**config.mk**
```make
export PLATFORM = sky130hd
export DESIGN_NAME = tensor_permute_address_gen
export DESIGN_NICKNAME = d
export VERILOG_FILES = /design/src/rtl/tpag_pkg.sv /design/src/rtl/tpag_setup.sv /design/src/rtl/tpag_walker.sv /design/src/rtl/tensor_permute_address_gen.sv
export SDC_FILE = /design/constraint.sdc
export NUM_CORES = 2
export LEC_CHECK = 0
export BUFFER_PORTS_ARGS = -buffer_cell sky130_fd_sc_hd__buf_2
export CAP_MARGIN = 20
export CORE_MARGIN = 4
export CORE_UTILIZATION = 40
export CTS_CLUSTER_SIZE = 24
export DETAILED_ROUTE_END_ITERATION = 6
export SLEW_MARGIN = 10
export SYNTH_ARGS = -nofsm -noshare
export SYNTH_HDL_FRONTEND = slang
export SYNTH_SLANG_ARGS = --single-unit
```
**constraint.sdc**
```tcl
create_clock -name clk -period 14.85 [get_ports clk]
set_input_delay 0.7425 -clock clk [delete_from_list [all_inputs] [get_ports clk]]
set_output_delay 0.7425 -clock clk [all_outputs]
set_load 0.005 [all_outputs]
```
**src/rtl/tpag_pkg.sv**
```systemverilog
// ----------------------------------------------------------------------------
// tpag_pkg: shared types and constants of the tensor permute address generator
// Holds layout limits, configuration register codes, the setup-to-walker
// bundle and the dimension size helper.
// ----------------------------------------------------------------------------
package tpag_pkg;

  // Layout limits
  localparam int MAX_DIMS    = 8;
  localparam int SIZE_BITS   = 16;
  localparam int OFFSET_BITS = 32;

  // Slots addressed by the three-bit permutation entries
  localparam int SLOTS      = 8;
  localparam int SLOT_BITS  = 3;
  localparam int DIM_BITS   = 4;
  localparam int FIELD_BITS = 16;

  // Configuration port
  localparam int CFG_IDX_BITS  = 2;
  localparam int CFG_DATA_BITS = 64;
  localparam int PERM_BITS     = SLOTS * SLOT_BITS;

  // Configuration register codes
  typedef enum logic [CFG_IDX_BITS-1:0] {
    REG_DIM_COUNT   = 2'd0,
    REG_SIZES_LOWER = 2'd1,
    REG_SIZES_UPPER = 2'd2,
    REG_PERM_MAP    = 2'd3
  } cfg_reg_t;

  // Reset values
  localparam logic [DIM_BITS-1:0]   DIM_COUNT_RST = 4'd1;
  localparam logic [FIELD_BITS-1:0] SIZE_RST      = 16'd1;
  localparam logic [PERM_BITS-1:0]  PERM_IDENTITY = 24'hFAC688;

  // Tables handed from the setup sequencer to the element walker
  typedef struct packed {
    logic                                  restart;
    logic                                  ready;
    logic [DIM_BITS-1:0]                   dims;
    logic [SLOTS-1:0][SIZE_BITS-1:0]       size_last;
    logic [SLOTS-1:0][OFFSET_BITS-1:0]     delta;
  } tables_t;

  // Take the used bits of a size field; a zero size counts as one
  function automatic logic [SIZE_BITS-1:0] fix_size(input logic [FIELD_BITS-1:0] field);
    logic [SIZE_BITS-1:0] s;
    s = field[SIZE_BITS-1:0];
    return (s == '0) ? SIZE_BITS'(1) : s;
  endfunction

endpackage

```
**src/rtl/tpag_setup.sv**
```systemverilog
// ----------------------------------------------------------------------------
// tpag_setup: configuration registers and stride/delta sequencer
// Stores the layout registers and, after reset or any register write, walks
// the output positions to build strides, then the carry levels to build the
// per-level offset deltas, one multiply per cycle.
// ----------------------------------------------------------------------------
module tpag_setup (
  input  logic                                   clk,
  input  logic                                   rst_n,
  input  logic                                   cfg_we,
  input  logic [tpag_pkg::CFG_IDX_BITS-1:0]      cfg_index,
  input  logic [tpag_pkg::CFG_DATA_BITS-1:0]     cfg_data,
  output tpag_pkg::tables_t                      tables
);

  typedef enum logic [3:0] {
    S_CLEAR  = 4'b0001,
    S_STRIDE = 4'b0010,
    S_DELTA  = 4'b0100,
    S_READY  = 4'b1000
  } seq_state_t;

  seq_state_t state_r, state_nxt;

  logic [tpag_pkg::DIM_BITS-1:0]                                   dim_count_r;
  logic [tpag_pkg::SLOTS-1:0][tpag_pkg::FIELD_BITS-1:0]            sizes_r;
  logic [tpag_pkg::SLOTS-1:0][tpag_pkg::SLOT_BITS-1:0]             perm_r;

  logic [tpag_pkg::SLOTS-1:0][tpag_pkg::OFFSET_BITS-1:0]           stride_r;
  logic [tpag_pkg::SLOTS-1:0][tpag_pkg::OFFSET_BITS-1:0]           delta_r;
  logic [tpag_pkg::SLOTS-1:0][tpag_pkg::SIZE_BITS-1:0]             size_last_r;
  logic [tpag_pkg::OFFSET_BITS-1:0]                                prod_r;
  logic [tpag_pkg::OFFSET_BITS-1:0]                                sum_r;
  logic [tpag_pkg::DIM_BITS-1:0]                                   pos_r;
  logic [tpag_pkg::DIM_BITS-1:0]                                   dims_r;

  logic [tpag_pkg::DIM_BITS-1:0]                                   dims_use;
  logic [tpag_pkg::SLOT_BITS-1:0]                                  pos_m1;
  logic [tpag_pkg::SLOT_BITS-1:0]                                  perm_id;
  logic [tpag_pkg::SIZE_BITS-1:0]                                  perm_size;
  logic [tpag_pkg::OFFSET_BITS+tpag_pkg::SIZE_BITS-1:0]            prod_full;
  logic [tpag_pkg::OFFSET_BITS+tpag_pkg::SIZE_BITS-1:0]            acc_full;

  // Clamp the dimension count to the supported maximum
  assign dims_use = (dim_count_r > tpag_pkg::DIM_BITS'(tpag_pkg::MAX_DIMS)) ?
                    tpag_pkg::DIM_BITS'(tpag_pkg::MAX_DIMS) : dim_count_r;

  // Current position and its operands
  assign pos_m1    = tpag_pkg::SLOT_BITS'(pos_r - 1'b1);
  assign perm_id   = perm_r[pos_m1];
  assign perm_size = tpag_pkg::fix_size(sizes_r[perm_id]);
  assign prod_full = prod_r * perm_size;
  assign acc_full  = stride_r[pos_m1] * size_last_r[pos_m1];

  // Next sequencer state; a register write restarts the sweep
  always_comb begin
    state_nxt = state_r;
    unique case (state_r)
      S_CLEAR:  state_nxt = (dims_use == '0) ? S_READY : S_STRIDE;
      S_STRIDE: if (pos_r == tpag_pkg::DIM_BITS'(1)) state_nxt = S_DELTA;
      S_DELTA:  if (pos_r == tpag_pkg::DIM_BITS'(1)) state_nxt = S_READY;
      S_READY:  state_nxt = S_READY;
    endcase
    if (cfg_we) state_nxt = S_CLEAR;
  end

  // Hold the configuration registers
  always_ff @(posedge clk) begin
    if (!rst_n) begin
      dim_count_r <= tpag_pkg::DIM_COUNT_RST;
      sizes_r     <= {tpag_pkg::SLOTS{tpag_pkg::SIZE_RST}};
      perm_r      <= tpag_pkg::PERM_IDENTITY;
    end else if (cfg_we) begin
      unique case (cfg_index)
        tpag_pkg::REG_DIM_COUNT:   dim_count_r <= cfg_data[tpag_pkg::DIM_BITS-1:0];
        tpag_pkg::REG_SIZES_LOWER: sizes_r[3:0] <= cfg_data;
        tpag_pkg::REG_SIZES_UPPER: sizes_r[7:4] <= cfg_data;
        tpag_pkg::REG_PERM_MAP:    perm_r <= cfg_data[tpag_pkg::PERM_BITS-1:0];
      endcase
    end
  end

  // Advance the sequencer
  always_ff @(posedge clk) begin
    if (!rst_n) begin
      state_r <= S_CLEAR;
    end else begin
      state_r <= state_nxt;
    end
  end

  // Build strides and deltas
  always_ff @(posedge clk) begin
    unique case (state_r)
      S_CLEAR: begin
        stride_r <= '0;
        delta_r  <= '0;
        prod_r   <= tpag_pkg::OFFSET_BITS'(1);
        sum_r    <= '0;
        pos_r    <= dims_use;
        dims_r   <= dims_use;
        for (int d = 0; d < tpag_pkg::SLOTS; d++) begin
          size_last_r[d] <= tpag_pkg::fix_size(sizes_r[d]) - 1'b1;
        end
      end
      S_STRIDE: begin
        // Walk output positions from the innermost out
        stride_r[perm_id] <= prod_r;
        prod_r            <= prod_full[tpag_pkg::OFFSET_BITS-1:0];
        pos_r             <= (pos_r == tpag_pkg::DIM_BITS'(1)) ? dims_r : pos_r - 1'b1;
      end
      S_DELTA: begin
        // Subtract the span of all inner dimensions from this stride
        delta_r[pos_m1] <= stride_r[pos_m1] - sum_r;
        sum_r           <= sum_r + acc_full[tpag_pkg::OFFSET_BITS-1:0];
        pos_r           <= pos_r - 1'b1;
      end
      S_READY: begin
        pos_r <= pos_r;
      end
    endcase
  end

  assign tables.restart   = cfg_we;
  assign tables.ready     = (state_r == S_READY);
  assign tables.dims      = dims_r;
  assign tables.size_last = size_last_r;
  assign tables.delta     = delta_r;

endmodule

```
**src/rtl/tpag_walker.sv**
```systemverilog
// ----------------------------------------------------------------------------
// tpag_walker: element index counter and result register
// Steps the multi-dimensional index once per request, adds the delta of the
// carry level to the running offset and registers the result.
// ----------------------------------------------------------------------------
module tpag_walker (
  input  logic                                 clk,
  input  logic                                 rst_n,
  input  tpag_pkg::tables_t                    tables,
  input  logic                                 in_valid,
  output logic                                 in_stall,
  input  logic [63:0]                          in_element_value,
  output logic                                 out_valid,
  input  logic                                 out_stall,
  output logic [63:0]                          out_value_out,
  output logic [31:0]                          out_output_offset,
  output logic                                 out_final_element
);

  logic [tpag_pkg::SLOTS-1:0][tpag_pkg::SIZE_BITS-1:0] cnt_r;
  logic [tpag_pkg::OFFSET_BITS-1:0]                    ofs_r;
  logic [tpag_pkg::OFFSET_BITS-1:0]                    ofs_nxt;
  logic                                                out_valid_r;
  logic [63:0]                                         value_r;
  logic [31:0]                                         offset_r;
  logic                                                final_r;

  logic [tpag_pkg::SLOTS-1:0]                          can_step;
  logic                                                found;
  logic [tpag_pkg::SLOT_BITS-1:0]                      carry_at;
  logic                                                accept;

  // Stall while tables are rebuilt or the result register is held
  assign in_stall = !tables.ready || tables.restart || (out_valid_r && out_stall);
  assign accept   = in_valid && !in_stall;

  // Find the innermost dimension that can still advance
  always_comb begin
    found    = 1'b0;
    carry_at = '0;
    for (int d = 0; d < tpag_pkg::SLOTS; d++) begin
      can_step[d] = (tpag_pkg::DIM_BITS'(d) < tables.dims) &&
                    (cnt_r[d] < tables.size_last[d]);
      if (can_step[d]) begin
        found    = 1'b1;
        carry_at = tpag_pkg::SLOT_BITS'(d);
      end
    end
  end

  assign ofs_nxt = ofs_r + tables.delta[carry_at];

  // Advance the index and the running offset
  always_ff @(posedge clk) begin
    if (!rst_n || tables.restart) begin
      cnt_r <= '0;
      ofs_r <= '0;
    end else if (accept) begin
      if (found) begin
        for (int d = 0; d < tpag_pkg::SLOTS; d++) begin
          if (tpag_pkg::SLOT_BITS'(d) > carry_at) cnt_r[d] <= '0;
        end
        cnt_r[carry_at] <= tpag_pkg::SIZE_BITS'(cnt_r[carry_at] + 1'b1);
        ofs_r           <= ofs_nxt;
      end else begin
        // Drop back to idle after the final element
        cnt_r <= '0;
        ofs_r <= '0;
      end
    end
  end

  // Hold the result until taken
  always_ff @(posedge clk) begin
    if (!rst_n) begin
      out_valid_r <= 1'b0;
    end else if (accept) begin
      out_valid_r <= 1'b1;
    end else if (!out_stall) begin
      out_valid_r <= 1'b0;
    end
  end

  always_ff @(posedge clk) begin
    if (accept) begin
      value_r  <= in_element_value;
      offset_r <= 32'(ofs_r);
      final_r  <= !found;
    end
  end

  assign out_valid         = out_valid_r;
  assign out_value_out     = value_r;
  assign out_output_offset = offset_r;
  assign out_final_element = final_r;

endmodule

```
**src/rtl/tensor_permute_address_gen.sv**
```systemverilog
// Output: a result is registered and valid in the cycle after its request is accepted.
// Throughput: one element per cycle; in_stall rises only while the result
// register is held by out_stall or while the stride tables are rebuilt.
// Table rebuild: after reset and after every register write the setup sequencer
// runs its clear, stride and delta steps (one multiply per cycle) before input opens.
// Reset: synchronous, active-low rst_n; registers return to their reset layout.
// ----------------------------------------------------------------------------
// tensor_permute_address_gen: streaming address generator for a transpose
// Takes elements in input row-major order and returns each value with its
// offset in the permuted output tensor and a mark on the last element.
// ----------------------------------------------------------------------------
module tensor_permute_address_gen (
  input  logic                                 clk,
  input  logic                                 rst_n,
  input  logic                                 cfg_we,
  input  logic [tpag_pkg::CFG_IDX_BITS-1:0]    cfg_index,
  input  logic [tpag_pkg::CFG_DATA_BITS-1:0]   cfg_data,
  input  logic                                 in_valid,
  output logic                                 in_stall,
  input  logic [63:0]                          in_element_value,
  output logic                                 out_valid,
  input  logic                                 out_stall,
  output logic [63:0]                          out_value_out,
  output logic [31:0]                          out_output_offset,
  output logic                                 out_final_element
);

  tpag_pkg::tables_t tables;

  // Configuration and table build
  tpag_setup u_setup (
    .clk       (clk),
    .rst_n     (rst_n),
    .cfg_we    (cfg_we),
    .cfg_index (cfg_index),
    .cfg_data  (cfg_data),
    .tables    (tables)
  );

  // Per-element index walk
  tpag_walker u_walker (
    .clk               (clk),
    .rst_n             (rst_n),
    .tables            (tables),
    .in_valid          (in_valid),
    .in_stall          (in_stall),
    .in_element_value  (in_element_value),
    .out_valid         (out_valid),
    .out_stall         (out_stall),
    .out_value_out     (out_value_out),
    .out_output_offset (out_output_offset),
    .out_final_element (out_final_element)
  );

endmodule

```
After elaboration in Yosys (flattened, before gate mapping)
Index checks and enable logic that the tools add are counted.

Register bits after elaboration: 1130. Latch bits: 0. RAM bits: 0. ROM bits: 0. Input port bits: 135. Logic and storage cells: 248. Memories: 0.

Add/subtract/negate cells: 13. $mul: 2. Div/mod/pow operators: 0. Order comparisons: 31. Equality and inequality tests: 11. Shifts and indexed selects: 0. Muxes and demuxes: 92. Bitwise gates (word level): 1. Reductions and logical operators: 39.

Operators by type and width (count): $pmux 256 s2 (2); $mux 16 (45); $bwmux 256 (2); $bmux 32 s3 (2); $demux 32 s3 (2); $mux 32 (5); $bmux 16 s3 (3); $logic_not 16->1 (9); $bwmux 128 (1); $lt 16x16->1 (8); $mux 128 (1); $pmux 32 s2 (2); $sub 16x1->16 const B (8); $add 32x32->32 (2); $mul 32x16->32 (2); $demux 16 s3 (1); $sub 32x32->32 (1); $mux 4 (5); $add 16x1->16 const B (1); $lt 3x4->1 const A (4); $pmux 4 s4 (1); $mux 3 (5); $logic_and 1x1->1 (13); $gt 3x3->1 const A (4); other kinds (27) (60).

Depth between registers and ports, before layout
Word-level depth: 16. Gate-level depth with buffers: 44. Mapped depth without buffers: 35.

Modules after synthesis
From an unflattened synthesis, not the netlist that was laid out.

Cell total of the unflattened synthesis: 9139. Area, all modules: 82729.3 µm².

By module, submodules not included: tpag_setup (instances 1, cells an instance 7079, area each 65983.3 µm², seq. area each 24583.6 µm²); tpag_walker (instances 1, cells an instance 2060, area each 16746.1 µm², seq. area each 6135.9 µm²).

Worst setup path after synthesis
Ideal clock, no wire load.

Kind: reg-to-reg. Start: register u_setup.pos_r[0] (netlist name). End: register u_setup.sum_r[30] (netlist name), data pin. Arrival: 10295 ps. Data required time: 14584 ps. Path slack: 4289 ps. Cell stages (with the launch flop): 43. Clock period less this slack: 10561 ps. Cells stage by stage: edfxtp_1 > inv_2 > buf_1 > clkbuf_1 > ha_1 > buf_4 > buf_2 > clkbuf_1 > buf_1 > buf_1 > clkbuf_1 > clkbuf_1 > buf_2 > clkbuf_1 > nand3_1 > o21ai_0 > a21oi_1 > nand3_1 > (+7 left out) > inv_1 > fa_1 > inv_1 > fa_1 > inv_1 > fa_1 > ha_1 > or4_1 > a211oi_1 > o31a_1 > o21ai_0 > o31ai_1 > nand2b_1 > a31o_2 > a211oi_1 > a21oi_1 > xnor2_1 > nor2_1.

Longest elaborated chain between the ends: 6. Elaborated cells on any way between the ends: 8.

RTL lines: start: declaration (line tpag_setup.sv:34) `logic [tpag_pkg::DIM_BITS-1:0] pos_r;`; start signal: assignment (line tpag_setup.sv:100) `pos_r <= dims_use;`; start signal: assignment (line tpag_setup.sv:110) `pos_r <= (pos_r == tpag_pkg::DIM_BITS'(1)) ? dims_r : pos_r - 1'b1;`; start signal: assignment (line tpag_setup.sv:116) `pos_r <= pos_r - 1'b1;`; $sub 4x1->4 * (line tpag_setup.sv:49) `assign pos_m1 = tpag_pkg::SLOT_BITS'(pos_r - 1'b1);`; $bmux 32 s3 or $bmux 16 s3 (tied branches) (line tpag_setup.sv:53) `assign acc_full = stride_r[pos_m1] * size_last_r[pos_m1];`; $mux 32 (not written as such) or $mux 16 (tied branches) (line tpag_setup.sv:53); $mul 32x16->32 * (line tpag_setup.sv:53); $add 32x32->32 * (line tpag_setup.sv:115) `sum_r <= sum_r + acc_full[tpag_pkg::OFFSET_BITS-1:0];`; $pmux 32 s2 * (line tpag_setup.sv:94) `unique case (state_r)`; end signal: assignment (line tpag_setup.sv:115); end: declaration (line tpag_setup.sv:33) `logic [tpag_pkg::OFFSET_BITS-1:0] sum_r;`.

Mark *: on every way between the ends. The rest lies on a longest branch, timed or not. The select of a mux whose other input is x is not followed. A chain may end at the register's enable or synchronous reset.

Final worst setup path
Ends and elaborated chain as after synthesis.

==> results_dict.tcl <==
set metrics [dict create \
    crit_top_cell "fa_1" \
    synthFlopType "edfxtp_1" \
    fp.dieH_microns 463.2 \
    r2r-start "u_setup.pos_r[0]" \
    start_kind "flip-flop" \
    startpoint "u_setup.pos_r[0]" \
    relSlewSlack 0.1758 \
    endpoint "u_setup.sum_r[30]" \
    synth.most_common_cell "nand2_1" \
    routabilityCongestion 0.9638 \
    cp-end-kind "flip-flop" \
    fillers 19970 \
    fin_crit_sh 0.7636 \
    r2r_end "u_setup.sum_r[30]" \
    fmax_mhz 88.19 \
    clock_power_share 0.181 \
    setup_viol 0 \
    htree_levels 4 \
    cpMaxStageDelayCell "nand2_1" \
    port_buffers 233 \
    syn-cell-area_sq_mm 0.08287 \
    ant_nets 0 \
    synth_top_cell_area_share 0.2932 \
    status "completed" \
    syn_area_per_cell_sq_um 8.979 \
    grt_pass1_wl_mm 431.7 \
    ys_seq_area_frac 0.3707 \
    switchingPower_mw 8.272 \
    core_sq_mm 0.2054 \
    crit_required_ps 15320 \
    clockBufferDepth 3 \
    wl_per_cell_microns 23.93 \
    grt-ovfl-total 0 \
    syn-num-nets 10330 \
    r2r_cells 33 \
    synth-seq-cells 1130 \
    clk_pin_slew_ps 60 \
    grt_setup_unrepaired "false" \
    yosysTopAreaCell "edfxtp_1" \
    place_area_sq_mm 0.08684 \
    num_vias 68510 \
    path_delay_family "adder cells" \
    hp-class "input pin to flip-flop" \
    die-area_sq_mm 0.2145 \
    swShare 0.4583 \
    drtPass1Iterations 7 \
    io_pins 234 \
    setup_slack_ps 3511 \
    antenna_found_initial 7 \
    nets 10290 \
    drt_wl_total_mm 286.8 \
    synth_edf_count 809 \
    fin_setup_tns_ps 0 \
    pre_cts_ws_ps 3409 \
    cts_root_buf "clkbuf_16" \
    path_class "flip-flop to flip-flop" \
    ys_types 100 \
    cts_setup_buffers 0 \
    cp_num_buf_inv 9 \
    cap_violations 0 \
    seq_power_share 0.215 \
    vdd_drop_max_mv 0.3866 \
    cts_tree "yes" \
    leakagePower_nw 36.73 \
    dp.final_hpwl_mm 202.9 \
    drt-vias-per-instance 5.715 \
    drive_above_1_share 0.07917 \
    synthArstFlopShare 0 \
    area_growth_pct 10.07 \
    grt_pass1_vias 66870 \
    clk_latency_ps 790 \
    synthTopCellsByCount "nand2_1, inv_1, edfxtp_1" \
    tightest_slew_ps 1236 \
    finClkSkew_ps 41.03 \
    power_density_mw_per_mm2 197.9 \
    worst-path-max-fanout 44 \
    cts_resized 0 \
    drcViolationCount 0 \
    synth_cells 9229 \
    drv_slew 0 \
    grt_usage 0.2623 \
    final_area_sq_mm 0.09121 \
    yosys-top-cells-area "edfxtp_1, fa_1, nand2_1" \
    worstSetupPathDepth 33 \
    ctsHoldBuffers 0 \
    cpPeakStageDelay_ps 870 \
    cts.sinks 1130 \
    start_util 0.4034 \
    p_comb_frac 0.604 \
    grt_max_degree 192 \
    rrSetupSlack_ps 3510 \
    dieWidth_microns 463.2 \
    yosysWarnings 0 \
    period_minus_slack_ps 11340 \
    drt-initial-drc-count 8224 \
    cts_buffers 131 \
    final_hold_viol_count 0 \
    p_int_mw 9.777 \
    fp-row-count 166 \
    cp.arrival_ps 11810 \
]
-- worst min-delay path by stage --
stage | from | endpoint | slack [ps] | cells past startpoint
5_1_grt | in_element_value[39] | u_walker.out_value_out[39] | 90 | 1
6_report | in_element_value[46] | u_walker.out_value_out[46] | 150 | 1
3_3_place_gp | u_setup.perm_r[0] | u_setup.perm_r[0] | 450 | 2
2_1_floorplan | u_setup.perm_r[14] | u_setup.perm_r[14] | 430 | 2
4_1_cts | in_element_value[54] | u_walker.out_value_out[54] | 80 | 1
3_5_place_dp | u_setup.perm_r[14] | u_setup.perm_r[14] | 460 | 2
-- placed cells by master (no fill, tap or decap), types with 41 or more instances in the layout --
cell / count
nor2b_1: 63
o21ai_0: 154
xor2_1: 105
nand3_1: 349
nand2_1: 2199
mux2i_1: 126
ha_1: 325
fa_1: 640
edfxtp_1: 809
a21oi_1: 699
and2_1: 114
xnor2_1: 154
dfxtp_1: 321
nor2_1: 577
inv_1: 900
a22oi_1: 64
nand2b_1: 51
buf_2: 232
a221oi_1: 41
a22o_1: 43
a21o_1: 47
nor3_1: 108
clkbuf_16: 133
a21boi_0: 141
buf_4: 153
-- flip-flops by register name, summed over array words and instances, names as in the netlist --
name / count
u_walker.out_valid: 1
u_setup.dim_count_r: 4
u_setup.tables: 384
u_walker.cnt_r: 128
u_setup.sizes_r: 128
u_setup.pos_r: 4
u_walker.out_value_out: 64
u_walker.out_final_element: 1
u_setup.dims_r: 4
u_setup.prod_r: 32
u_walker.out_output_offset: 32
u_setup.sum_r: 32
u_walker.ofs_r: 32
u_setup.state_r: 4
u_setup.stride_r: 256
u_setup.perm_r: 24
-- power groups by stage --
stage | clock network (mW) | registers [mW] | logic [mW]
after floorplan | 0 | 3.80 | 8.04
after global placement | 0 | 3.93 | 10.7
after detailed placement | 0 | 3.94 | 10.8
after CTS | 3.31 | 3.87 | 10.9
after global routing | 3.44 | 3.89 | 12.3
final | 3.27 | 3.88 | 10.9
-- worst reg2reg max path: cells and delay by family, from the launching register on --
family / cells / cell delay, ps
fa+ha+maj: 8 / 3860
buf+inv: 9 / 1920
flops: 1 / 320
compound gates: 8 / 2470
xor+xnor: 1 / 150
simple gates: 7 / 2330
-- cell families (layout without fill, tap and decap cells) --
family                     Yosys count  count (layout)  synth area share
adders and majority gates          966             966            0.2038
xor gates and xnor gates           267             267           0.02881
AOI/OAI and AO/OA                 1521            1521            0.1155
other                                0               3                 0
and+or+nand+nor                   3692            3692            0.1889
DFF                               1130            1130            0.3707
buffers and inverters             1475            1542           0.06749
muxes                              178             178           0.02473
-- area by class of cell --
type                            instances  area [sq um]  share of cell area
Inverter                              906          3406             0.03734
Clock inverter                         67         665.6            0.007298
Multi-Input combinational cell       6624         46940              0.5146
Tap cell                             2688          3363             0.03687
Sequential cell                      1130         30720              0.3368
Timing Repair Buffer                  397          2529             0.02772
Antenna cell                            3         7.507          0.00008231
Clock buffer                          172          3585             0.03930
-- per-layer routing --
layer | vias to the layer above | GRT usage | share of wire
li1 | 30620 | - | -
met1 | 33960 | 0.3671 | 0.42
met2 | 3429 | 0.4136 | 0.45
met3 | 507 | 0.04194 | 0.095
met4 | 4 | 0.09036 | 0.037
met5 | - | 0 | 0.000094
-- stage by stage --
| stage | hold slack (ps) | instances | power [mW] | util |
|---|---|---|---|---|
| after floorplan | 431.4 | 9229 | 11.84 | - |
| after global placement | 447.4 | 11740 | 14.61 | 0.4227 |
| after detailed placement | 456.0 | 11740 | 14.76 | 0.4227 |
| after CTS | 81.42 | 11980 | 18.11 | 0.4434 |
| after global routing | 93.55 | 11990 | 19.63 | 0.4440 |
| final | 149.6 | 11990 | 18.05 | 0.4440 |
Note: power is estimated with default switching activity, not from simulation.
